**config.mk**
```make
export PLATFORM = sky130hd
export DESIGN_NAME = tcg_seq
export DESIGN_NICKNAME = d
export VERILOG_FILES = /design/src/tcg_pkg.sv /design/src/tcg_addr.sv /design/src/tcg_seq.sv
export SDC_FILE = /design/constraint.sdc
export NUM_CORES = 1
export LEC_CHECK = 0
export ABC_CLOCK_PERIOD_IN_PS = 3500
export BUFFER_PORTS_ARGS = -buffer_cell sky130_fd_sc_hd__clkbuf_2
export CAP_MARGIN = 20
export CORE_UTILIZATION = 35
export DETAILED_ROUTE_END_ITERATION = 8
export SLEW_MARGIN = 20
export SYNTH_ARGS = -nofsm -noshare
export SYNTH_HDL_FRONTEND = slang
export SYNTH_SLANG_ARGS = --single-unit
```
**constraint.sdc**
```tcl
create_clock -name clock -period 3.5 [get_ports clock]
set_input_delay 0.35 -clock clock [delete_from_list [all_inputs] [get_ports clock]]
set_output_delay 0.35 -clock clock [all_outputs]
set_load 0.1 [all_outputs]
```
**src/tcg_pkg.sv**
```systemverilog
// Shared types, codes and defaults of the text console grid engine.
package tcg_pkg;

   localparam int DEF_MAX_COLS = 128;
   localparam int DEF_MAX_ROWS = 64;
   localparam int DEF_TAB_STOP = 8;

   localparam logic [7:0] DEF_NUM_COLS = 8'd80;
   localparam logic [6:0] DEF_NUM_ROWS = 7'd25;

   localparam int CSR_IDX_W = 2;
   localparam logic [CSR_IDX_W-1:0] CSR_NUM_COLS = 2'd0;
   localparam logic [CSR_IDX_W-1:0] CSR_NUM_ROWS = 2'd1;

   localparam logic [2:0] REQ_PUT     = 3'd0;
   localparam logic [2:0] REQ_CLEAR   = 3'd1;
   localparam logic [2:0] REQ_SAVE    = 3'd2;
   localparam logic [2:0] REQ_RESTORE = 3'd3;
   localparam logic [2:0] REQ_READ    = 3'd4;

   localparam logic [7:0] CH_NL    = 8'd10;
   localparam logic [7:0] CH_CR    = 8'd13;
   localparam logic [7:0] CH_BS    = 8'd8;
   localparam logic [7:0] CH_TAB   = 8'd9;
   localparam logic [7:0] CH_SPACE = 8'd32;
   localparam logic [7:0] CH_BLANK = 8'd0;

   typedef enum logic [3:0] {
      ST_INIT,
      ST_IDLE,
      ST_DISPATCH,
      ST_PLAIN,
      ST_ROWSET,
      ST_ROWCLR,
      ST_CLEAR,
      ST_COPY,
      ST_DRAIN,
      ST_RDCAP,
      ST_RESP
   } tcg_state_type;

endpackage

```
**src/tcg_addr.sv**
```systemverilog
// Row and column to cell address mapping through the circular row base.
module tcg_addr
   import tcg_pkg::*;
#(
   parameter  int MAX_COLS = DEF_MAX_COLS,
   parameter  int MAX_ROWS = DEF_MAX_ROWS,
   localparam int RW       = $clog2(MAX_ROWS),
   localparam int RW1      = RW + 1,
   localparam int CAW      = $clog2(MAX_COLS),
   localparam int AW       = $clog2(MAX_COLS * MAX_ROWS)
) (
   input  logic [RW-1:0]  base,
   input  logic [RW-1:0]  row,
   input  logic [CAW-1:0] col,
   output logic [AW-1:0]  addr
);

   logic [RW1-1:0] sum;
   logic [RW-1:0]  phys;

   always_comb begin
      sum = RW1'(base) + RW1'(row);
      if (sum >= RW1'(MAX_ROWS)) begin
         phys = RW'(sum - RW1'(MAX_ROWS));
      end else begin
         phys = RW'(sum);
      end
      addr = AW'(phys) * AW'(MAX_COLS) + AW'(col);
   end

endmodule

```
**src/tcg_seq.sv**
```systemverilog
// Sequencer: cursor state, save store bookkeeping and cell sweeps.
module tcg_seq
   import tcg_pkg::*;
#(
   parameter  int MAX_COLS = DEF_MAX_COLS,
   parameter  int MAX_ROWS = DEF_MAX_ROWS,
   parameter  int TAB_STOP = DEF_TAB_STOP,
   localparam int CW       = $clog2(MAX_COLS + 1),
   localparam int RCW      = $clog2(MAX_ROWS + 1),
   localparam int RW       = $clog2(MAX_ROWS),
   localparam int CAW      = $clog2(MAX_COLS),
   localparam int CELLS    = MAX_COLS * MAX_ROWS,
   localparam int AW       = $clog2(CELLS)
) (
   input  logic           clock,
   input  logic           reset,
   input  logic           start,
   output logic           busy,
   input  logic [2:0]     req_type,
   input  logic [7:0]     char_code,
   input  logic [6:0]     cell_col,
   input  logic [5:0]     cell_row,
   input  logic [CW-1:0]  cols,
   input  logic [RCW-1:0] rows,
   output logic           rsp_valid,
   output logic [7:0]     rsp_cell_char,
   output logic [7:0]     rsp_cursor_col,
   output logic [5:0]     rsp_cursor_row,
   output logic           rsp_status,
   output logic           grid_wr_en,
   output logic [AW-1:0]  grid_wr_addr,
   output logic [7:0]     grid_wr_data,
   output logic [AW-1:0]  grid_rd_addr,
   input  logic [7:0]     grid_rd_data,
   output logic           sv_wr_en,
   output logic [AW-1:0]  sv_wr_addr,
   output logic [7:0]     sv_wr_data,
   output logic [AW-1:0]  sv_rd_addr,
   input  logic [7:0]     sv_rd_data
);

   localparam int TK    = 16;
   localparam int TAB_M = (2 ** TK + TAB_STOP - 1) / TAB_STOP;
   localparam int PW    = CW + TK;

   tcg_state_type  state_ff, state_in;
   logic [CW-1:0]  col_ff, col_in, sv_col_ff, sv_col_in;
   logic [RW-1:0]  row_ff, row_in, sv_row_ff, sv_row_in;
   logic [RW-1:0]  base_ff, base_in, sv_base_ff, sv_base_in;
   logic           sv_valid_ff, sv_valid_in;
   logic [2:0]     op_ff, op_in;
   logic [7:0]     chr_ff, chr_in;
   logic           tab_ff, tab_in;
   logic [6:0]     ccol_ff, ccol_in;
   logic [5:0]     crow_ff, crow_in;
   logic           ret_plain_ff, ret_plain_in;
   logic [AW-1:0]  swp_ff, swp_in, swp_end_ff, swp_end_in;
   logic           pend_ff, pend_in;
   logic [AW-1:0]  pend_addr_ff, pend_addr_in;
   logic [7:0]     cell_ff, cell_in;
   logic           status_ff, status_in;

   logic [RW-1:0]  row_op;
   logic [CAW-1:0] col_op;
   logic [AW-1:0]  cell_addr;
   logic [RCW-1:0] row_inc;
   logic [CW-1:0]  col_inc;
   logic [RW-1:0]  base_inc;
   logic [RW-1:0]  last_row;
   logic           wrap, scroll, in_range, tab_stop;
   logic [PW-1:0]  tab_prod;
   logic           sweep_end;

   tcg_addr #(
      .MAX_COLS (MAX_COLS),
      .MAX_ROWS (MAX_ROWS)
   ) u_addr (
      .base (base_ff),
      .row  (row_op),
      .col  (col_op),
      .addr (cell_addr)
   );

   always_comb begin
      row_inc   = RCW'(row_ff) + RCW'(1);
      col_inc   = col_ff + CW'(1);
      base_inc  = (base_ff == RW'(MAX_ROWS - 1)) ? '0 : base_ff + RW'(1);
      last_row  = RW'(rows - RCW'(1));
      wrap      = (col_ff >= cols);
      scroll    = (row_inc >= rows);
      in_range  = (32'(crow_ff) < 32'(rows)) && (32'(ccol_ff) < 32'(cols));
      tab_prod  = PW'(col_inc) * PW'(TAB_M);
      tab_stop  = ((32'(cols) < TAB_STOP) && (col_inc >= cols)) ||
                  (tab_prod[TK-1:0] < TK'(TAB_M));
      sweep_end = (swp_ff == AW'(CELLS - 1));
   end

   always_comb begin
      row_op = row_ff;
      col_op = CAW'(col_ff);
      case (state_ff)
         ST_DISPATCH: begin
            if (op_ff == REQ_READ) begin
               row_op = RW'(crow_ff);
               col_op = CAW'(ccol_ff);
            end else begin
               col_op = CAW'(col_ff - CW'(1));
            end
         end
         ST_ROWSET: begin
            row_op = last_row;
            col_op = '0;
         end
         default: begin
            row_op = row_ff;
         end
      endcase
   end

   always_comb begin
      state_in = state_ff;
      case (state_ff)
         ST_INIT: begin
            if (sweep_end) state_in = ST_IDLE;
         end
         ST_IDLE: begin
            if (start) state_in = ST_DISPATCH;
         end
         ST_DISPATCH: begin
            case (op_ff)
               REQ_PUT: begin
                  if (chr_ff == CH_NL) begin
                     state_in = scroll ? ST_ROWSET : ST_RESP;
                  end else if (chr_ff == CH_CR || chr_ff == CH_BS) begin
                     state_in = ST_RESP;
                  end else begin
                     state_in = ST_PLAIN;
                  end
               end
               REQ_CLEAR:   state_in = ST_CLEAR;
               REQ_SAVE:    state_in = ST_COPY;
               REQ_RESTORE: state_in = sv_valid_ff ? ST_COPY : ST_RESP;
               REQ_READ:    state_in = in_range ? ST_RDCAP : ST_RESP;
               default:     state_in = ST_RESP;
            endcase
         end
         ST_PLAIN: begin
            if (wrap) begin
               state_in = scroll ? ST_ROWSET : ST_PLAIN;
            end else if (tab_ff && !tab_stop) begin
               state_in = ST_PLAIN;
            end else begin
               state_in = ST_RESP;
            end
         end
         ST_ROWSET: state_in = ST_ROWCLR;
         ST_ROWCLR: begin
            if (swp_ff == swp_end_ff) state_in = ret_plain_ff ? ST_PLAIN : ST_RESP;
         end
         ST_CLEAR: begin
            if (sweep_end) state_in = ST_RESP;
         end
         ST_COPY: begin
            if (sweep_end) state_in = ST_DRAIN;
         end
         ST_DRAIN: state_in = ST_RESP;
         ST_RDCAP: state_in = ST_RESP;
         ST_RESP:  state_in = ST_IDLE;
         default:  state_in = ST_IDLE;
      endcase
   end

   always_comb begin
      col_in       = col_ff;
      row_in       = row_ff;
      base_in      = base_ff;
      sv_col_in    = sv_col_ff;
      sv_row_in    = sv_row_ff;
      sv_base_in   = sv_base_ff;
      sv_valid_in  = sv_valid_ff;
      op_in        = op_ff;
      chr_in       = chr_ff;
      tab_in       = tab_ff;
      ccol_in      = ccol_ff;
      crow_in      = crow_ff;
      ret_plain_in = ret_plain_ff;
      swp_in       = swp_ff;
      swp_end_in   = swp_end_ff;
      pend_in      = pend_ff;
      pend_addr_in = pend_addr_ff;
      cell_in      = cell_ff;
      status_in    = status_ff;
      grid_wr_en   = 1'b0;
      grid_wr_addr = cell_addr;
      grid_wr_data = CH_BLANK;
      grid_rd_addr = cell_addr;
      sv_wr_en     = 1'b0;
      sv_wr_addr   = pend_addr_ff;
      sv_wr_data   = grid_rd_data;
      sv_rd_addr   = swp_ff;

      case (state_ff)
         ST_INIT, ST_CLEAR, ST_ROWCLR: begin
            grid_wr_en   = 1'b1;
            grid_wr_addr = swp_ff;
            swp_in       = swp_ff + AW'(1);
         end
         ST_IDLE: begin
            if (RCW'(row_ff) >= rows) row_in = last_row;
            if (col_ff > cols) col_in = cols;
            if (start) begin
               op_in     = req_type;
               chr_in    = char_code;
               ccol_in   = cell_col;
               crow_in   = cell_row;
               cell_in   = CH_BLANK;
               status_in = 1'b0;
            end
         end
         ST_DISPATCH: begin
            case (op_ff)
               REQ_PUT: begin
                  tab_in = 1'b0;
                  if (chr_ff == CH_NL) begin
                     col_in       = '0;
                     ret_plain_in = 1'b0;
                     if (scroll) begin
                        base_in = base_inc;
                        row_in  = last_row;
                     end else begin
                        row_in  = RW'(row_inc);
                     end
                  end else if (chr_ff == CH_CR) begin
                     col_in = '0;
                  end else if (chr_ff == CH_BS) begin
                     if (col_ff != '0) begin
                        col_in     = col_ff - CW'(1);
                        grid_wr_en = 1'b1;
                     end
                  end else if (chr_ff == CH_TAB) begin
                     chr_in = CH_SPACE;
                     tab_in = 1'b1;
                  end
               end
               REQ_CLEAR: begin
                  base_in = '0;
                  col_in  = '0;
                  row_in  = '0;
                  swp_in  = '0;
               end
               REQ_SAVE: begin
                  sv_col_in   = col_ff;
                  sv_row_in   = row_ff;
                  sv_base_in  = base_ff;
                  sv_valid_in = 1'b1;
                  base_in     = '0;
                  col_in      = '0;
                  row_in      = '0;
                  swp_in      = '0;
                  pend_in     = 1'b0;
               end
               REQ_RESTORE: begin
                  if (sv_valid_ff) begin
                     base_in     = sv_base_ff;
                     col_in      = (sv_col_ff > cols) ? cols : sv_col_ff;
                     row_in      = (RCW'(sv_row_ff) >= rows) ? last_row : sv_row_ff;
                     sv_valid_in = 1'b0;
                     swp_in      = '0;
                     pend_in     = 1'b0;
                  end else begin
                     status_in = 1'b1;
                  end
               end
               default: begin
                  status_in = 1'b0;
               end
            endcase
         end
         ST_PLAIN: begin
            if (wrap) begin
               col_in       = '0;
               ret_plain_in = 1'b1;
               if (scroll) begin
                  base_in = base_inc;
                  row_in  = last_row;
               end else begin
                  row_in  = RW'(row_inc);
               end
            end else begin
               grid_wr_en   = 1'b1;
               grid_wr_data = chr_ff;
               col_in       = col_inc;
            end
         end
         ST_ROWSET: begin
            swp_in     = cell_addr;
            swp_end_in = cell_addr + AW'(MAX_COLS - 1);
         end
         ST_COPY, ST_DRAIN: begin
            if (state_ff == ST_COPY) begin
               grid_rd_addr = swp_ff;
               pend_in      = 1'b1;
               pend_addr_in = swp_ff;
               swp_in       = swp_ff + AW'(1);
            end else begin
               pend_in      = 1'b0;
            end
            if (pend_ff) begin
               grid_wr_en   = 1'b1;
               grid_wr_addr = pend_addr_ff;
               if (op_ff == REQ_SAVE) begin
                  sv_wr_en     = 1'b1;
                  grid_wr_data = CH_BLANK;
               end else begin
                  grid_wr_data = sv_rd_data;
               end
            end
         end
         ST_RDCAP: begin
            cell_in = grid_rd_data;
         end
         default: begin
            cell_in = cell_ff;
         end
      endcase
   end

   always_comb begin
      busy           = (state_ff != ST_IDLE);
      rsp_valid      = (state_ff == ST_RESP);
      rsp_cell_char  = cell_ff;
      rsp_cursor_col = 8'(col_ff);
      rsp_cursor_row = 6'(row_ff);
      rsp_status     = status_ff;
   end

   always_ff @(posedge clock) begin
      if (reset) begin
         state_ff     <= ST_INIT;
         col_ff       <= '0;
         row_ff       <= '0;
         base_ff      <= '0;
         sv_col_ff    <= '0;
         sv_row_ff    <= '0;
         sv_base_ff   <= '0;
         sv_valid_ff  <= 1'b0;
         swp_ff       <= '0;
         pend_ff      <= 1'b0;
         tab_ff       <= 1'b0;
         ret_plain_ff <= 1'b0;
      end else begin
         state_ff     <= state_in;
         col_ff       <= col_in;
         row_ff       <= row_in;
         base_ff      <= base_in;
         sv_col_ff    <= sv_col_in;
         sv_row_ff    <= sv_row_in;
         sv_base_ff   <= sv_base_in;
         sv_valid_ff  <= sv_valid_in;
         swp_ff       <= swp_in;
         pend_ff      <= pend_in;
         tab_ff       <= tab_in;
         ret_plain_ff <= ret_plain_in;
      end
   end

   always_ff @(posedge clock) begin
      op_ff        <= op_in;
      chr_ff       <= chr_in;
      ccol_ff      <= ccol_in;
      crow_ff      <= crow_in;
      swp_end_ff   <= swp_end_in;
      pend_addr_ff <= pend_addr_in;
      cell_ff      <= cell_in;
      status_ff    <= status_in;
   end

endmodule

```
Yosys cells after proc, flatten, opt, wreduce, memory -nomap -nowiden
Index checks and enable logic that the tools add are counted.
Storage, ports and cells
  register bits after elaboration: 120
  input port bits: 58
  output and inout bits: 95
  logic and storage cells: 219
Cells by class
  add/sub/neg operators: 10
  $lt $le $gt $ge: 12
  equal/unequal tests: 46
  mux-type cells: 95
  reductions and logical operators: 36
Operators with widths (number)
  2-to-1 mux 8 bit: 18
  2-to-1 mux 6 bit: 13
  2-to-1 mux 13 bit: 5
  one-hot mux 6 bit (3 select lines): 3
  one-hot mux 13 bit (2 select lines): 2
  one-hot mux 13 bit (4 select lines): 1
  2-to-1 mux 4 bit: 12
  one-hot mux 8 bit (2 select lines): 3
  one-hot mux 8 bit (3 select lines): 2
  one-hot mux 4 bit (9 select lines): 1
  equality test 8 x 4 -> 1 bit, second input constant: 4
  != test 2 bit, second input constant: 15
  one-hot mux 6 bit (2 select lines): 2
  2-to-1 mux 1 bit: 21
  one-hot mux 4 bit (5 select lines): 1
  equality test 4 x 3 -> 1 bit, second input constant: 4
  >= comparator 8 bit: 2
  > comparator 8 bit: 2
  < comparator 16 x 14 -> 1 bit, second input constant: 1
  != test 3 bit, second input constant: 5
  >= comparator 6 x 7 -> 1 bit: 2
  one-hot mux 7 bit (2 select lines): 1
  adder 13 x 1 -> 13 bit, second input constant: 1
  adder 13 x 7 -> 13 bit: 1
  47 further kinds: 77

Depth between registers and ports, before layout
  depth in word-level cells: 9
  depth in mapped cells: 15
  depth with buffers taken out: 14

By module
Synthesis repeated with hierarchy kept, for this count alone.
Unflattened totals
  cells, all modules: 1042
  area total of the unflattened synthesis: 8744.6 um^2
Modules (own cells, without submodules)
  tcg_seq: times used 1, cells an instance 1016, area each 8505.7 um^2, seq. area each 2992.9 um^2
  tcg_addr: times used 1, cells an instance 26, area each 239.0 um^2, seq. area each 0.0 um^2

Least setup slack after synthesis
OpenSTA, ideal clock, no wires.
  path type: register to output
  start point: register state_ff[1]
  end point: output port grid_rd_addr[12]
  arrival: 4.934 ns
  required time: 3.150 ns
  setup slack: -1.784 ns
  stages on the path, launching flop included: 13
  buffers on the path: 1
  cell sequence: dfxtp_1 buf_4 or4b_4 clkinv_2 a21oi_2 a221o_1 ha_1 a21o_1 a21oi_1 o21bai_1 a21oi_1 xnor3_1 o21ai_0
On the way
  word-level cells in the longest chain between the ends: 8
  elaborated cells on any way between the ends: 14
  those cells by class: add/sub (3); order compare (1); eq/ne (4); mux (5); reduce/logical (1)
Ends and longest elaborated chain
  start, declared: line tcg_seq.sv:46  | tcg_state_type state_ff, state_in;
  start signal, assigned: line tcg_seq.sv:352  | state_ff <= state_in;
  equality test 4 x 3 -> 1 bit or equality test 4 x 2 -> 1 bit (tied branches): line tcg_seq.sv:101  | case (state_ff)
  one-hot mux 6 bit (2 select lines): line tcg_seq.sv:101
  adder 6 x 6 -> 7 bit: line tcg_addr.sv:22  | sum = RW1'(base) + RW1'(row);
  subtractor 6 x 1 -> 6 bit or >= comparator 7 bit (tied branches): line tcg_addr.sv:24, tcg_addr.sv:23
  2-to-1 mux 6 bit: line tcg_addr.sv:23  | if (sum >= RW1'(MAX_ROWS)) begin
  adder 13 x 7 -> 13 bit: line tcg_addr.sv:28  | addr = AW'(phys) * AW'(MAX_COLS) + AW'(col);
  2-to-1 mux 13 bit: line tcg_seq.sv:300  | if (state_ff == ST_COPY) begin
  2-to-1 mux 13 bit *: line tcg_seq.sv:202  | case (state_ff)
  end, declared: line tcg_seq.sv:33  | output logic [AW-1:0] grid_rd_addr,
Every way passes the cells marked *; elsewhere a longest branch is shown, timed or not.

Worst setup path after layout
  start point: register state_ff[0]
  end point: output port grid_rd_addr[12]
Same word-level chain as after synthesis.

==> flow_summary_export.csv <==
group,metric,value,unit
run_status,outcome,"finished, violations left",
run_status,violations,"negative setup slack",
cts,clk_pin_slew,0.06,ns
timing,maxSlewViolCount,0,
finish,drive_above_1_share,29.1,%
timing,finalSetupViolCount,4,
run,maxCapViolCount,0,
hold_path,whs_path_depth,1,
worst_setup_path,r2r_start,"op_ff[0]",
floorplanning,fp.coreArea,23800,um2
timing,final_hold_viol_count,0,
worst_setup_path,critical_path_arrival,3.41,ns
logic_synthesis,synth_ff_type,"dfxtp_1",
worst_setup_path,reg2reg_depth,16,
logic_synthesis,synth_edf_count,59,
hold_path,min_to,"crow_ff[1]",
hold_path,min_from,"cell_row[1]",
cts,htreeDepth,4,
worst_setup_path,cp_slowest_cell,"or4b_4",
finish,fin_area,11200,um2
worst_setup_path,regToRegEndpoint,"swp_end_ff[12]",
placement,gp_routability_congestion,0.928,
cts,clkSinkCount,120,
timing,period_minus_slack,3.76,ns
floorplanning,die_w,158,um
logic_synthesis,ys_seq_area_share,34.9,%
route,drc_errors,0,
logic_synthesis,ys_ff_latch,120,
grt,grt_max_degree,36,
worst_setup_path,crit_chain,"or4b_4, clkinv_4, a21oi_4, a221o_1, ha_1, a21o_1, a21oi_2, o21bai_1, a21oi_1, xnor3_2, o21ai_4, buf_12",
pwr,power.density,659,nW/um2
finish,final_common_cell,"clkbuf_2",
placement,place_area,10400,um2
cts,cts_tree,"yes",
grt,overflow,0,
timing,fmaxAchievable,0.266,GHz
cts,cts_made_buffers,17,
logic_synthesis,avgSynthCellArea,8.78,um2
route,wirelength,28.1,mm
placement,io_buffers,152,
logic_synthesis,yosysWarningCount,0,
pwr,total_leakage_power,4.56,nW
finish,final_cell_mix,"116 x clkbuf_2, 97 x nor2_1, 94 x nand2_1",
route,via_per_inst,5.60,
grt,grt_pass1_wl,43.4,mm
finish,postLayoutCoreUtil,47.1,%
timing,post-route-period-util,107,%
floorplanning,row_count,56,
timing,tns,-0.805,ns
pwr,p_clk_share,23.0,%
timing,rsz0062_at_grt,"yes",
floorplanning,die_y,158,um
cts,cts_hold_buf,0,
logic_synthesis,async_flop_share,0,%
timing,setup_slack,-0.257,ns
timing,tightest_slew,0.937,ns
hold_path,holdCritPathClass,"input pin to flip-flop",
grt,antenna_found_initial,0,
floorplanning,initial_utilization,36.1,%
pwr,ir_worst_vdd,0.455,mV
pwr,p_comb_share,51.0,%
worst_setup_path,max_stage_delay,0.56,ns
logic_synthesis,syn_inst,976,
timing,maxSlewHeadroom,37.4,%
cts,clk_path_buf_depth,2,
pwr,seqPwrFrac,26.0,%
worst_setup_path,cp_top_family,"compound AO/OA/AOI/OAI gates",
pwr,power.switching,3.53,mW
finish,fin_nets,1273,
route,dr.first_iter.drc_count,681,
logic_synthesis,ys_types,93,
floorplanning,dieArea,25100,um2
timing,fin_skew,0.00749,ns
logic_synthesis,syn_area,8570,um2
logic_synthesis,synth_nets,1102,
worst_setup_path,cp-end-kind,"output pin",
floorplanning,ios,153,
cts,clkLatencyLatePin,0.43,ns
worst_setup_path,crit_required,3.15,ns
placement,place_ws,-0.0106,ns
worst_setup_path,crit_path_start_kind,"flip-flop",
placement,hpwl,21.5,mm
worst_setup_path,cp_num_buf_inv,2,
pwr,swShare,47.8,%
route,drt-pass1-iter-count,7,
cts,cts_root_buf,"clkbuf_16",
finish,n_antenna_cell,0,
worst_setup_path,path_class,"flip-flop to output pin",
worst_setup_path,critPathMaxFanout,4,
grt,track_usage,22.8,%
route,ant_nets,0,
route,vias,8285,
worst_setup_path,rrSetupSlack,0.18,ns
pwr,intPower,3.85,mW
finish,syn_to_final_growth,30.6,%
route,post_drt_wl_per_cell,19.0,um
grt,grt_pass1_vias,7820,
## registers in the layout, summed over array words and instances (netlist names), 4 cells and up
name and flops:
sv_row_ff 6, base_ff 6, rsp_cursor_row 6, sv_rd_addr 13, rsp_cursor_col 8, chr_ff 8
swp_end_ff 13, ccol_ff 7, sv_col_ff 8, sv_wr_addr 13, crow_ff 6, state_ff 4
rsp_cell_char 8, sv_base_ff 6
## per-layer routing
layer / part of all wire [%] / global-route usage (%) / vias to the layer above
li1: - / - / 3956
met1: 43 / 30.0 / 3971
met2: 47 / 37.4 / 315
met3: 6.7 / 3.46 / 43
met4: 2.5 / 8.75 / 0
met5: 0 / 0 / -
## power by group through the flow
stage | Sequential [mW] | Combinational [mW] | Clock [mW]
2_1_floorplan | 2.32 | 2.27 | 0
3_3_place_gp | 1.93 | 3.69 | 0
3_5_place_dp | 1.93 | 3.71 | 0
4_1_cts | 1.90 | 3.74 | 1.73
5_1_grt | 1.93 | 4.01 | 1.78
6_report | 1.92 | 3.77 | 1.70
## logic make-up after synthesis
group	synth area share, %
compound gates	23.6
xor+xnor	5.27
simple gates	19.4
fa+ha+maj	10.0
mux	1.69
buf+inv	5.15
flops	34.9
## worst max path at each step
stage / start / cells after the start / endpoint
2_1_floorplan: state_ff[1] / 10 / grid_rd_addr[10]
3_3_place_gp: state_ff[0] / 12 / grid_rd_addr[12]
3_5_place_dp: state_ff[0] / 12 / grid_rd_addr[12]
4_1_cts: state_ff[0] / 12 / grid_rd_addr[12]
5_1_grt: state_ff[0] / 12 / grid_rd_addr[12]
6_report: state_ff[0] / 12 / grid_rd_addr[12]
## metrics by stage
stage          total power, mW  std cells  hold WS [ns]
4_1_cts                   7.37       1474        0.0879
3_5_place_dp              5.65       1434         0.452
6_report                  7.38       1479        0.0978
3_3_place_gp              5.62       1433         0.446
2_1_floorplan             4.60        976         0.436
5_1_grt                   7.72       1479        0.0856
## Yosys cell counts, types with 13 or more instances
master | count | area [um2]
a211oi_1 | 17 | 128
a21o_1 | 15 | 113
a21oi_1 | 78 | 390
a221oi_1 | 14 | 123
a22o_1 | 13 | 114
a22oi_1 | 26 | 195
and2_1 | 18 | 113
clkbuf_1 | 37 | 139
dfxtp_1 | 61 | 1220
edfxtp_1 | 59 | 1770
ha_1 | 67 | 838
inv_1 | 35 | 131
nand2_1 | 94 | 353
nand3_1 | 27 | 135
nand4_1 | 15 | 93.8
nor2_1 | 97 | 364
nor3_1 | 22 | 110
o21ai_0 | 51 | 255
xnor2_1 | 34 | 298
xor2_1 | 15 | 131
## area by class of cell
| class | count | area, um2 |
|---|---|---|
| Clock buffer | 18 | 439 |
| Clock inverter | 14 | 124 |
| Fill cell | 2236 | 12600 |
| Inverter | 36 | 140 |
| Multi-Input combinational cell | 757 | 5320 |
| Sequential cell | 120 | 3010 |
| Tap cell | 319 | 399 |
| Timing Repair Buffer | 215 | 1770 |
## timing repair
item,CTS,global route
pin swaps,8,7
endpoints found under the setup margin,9,9
setup buffers,8,5
gates resized for setup,14,16
Power figures use the tool's default switching activity.
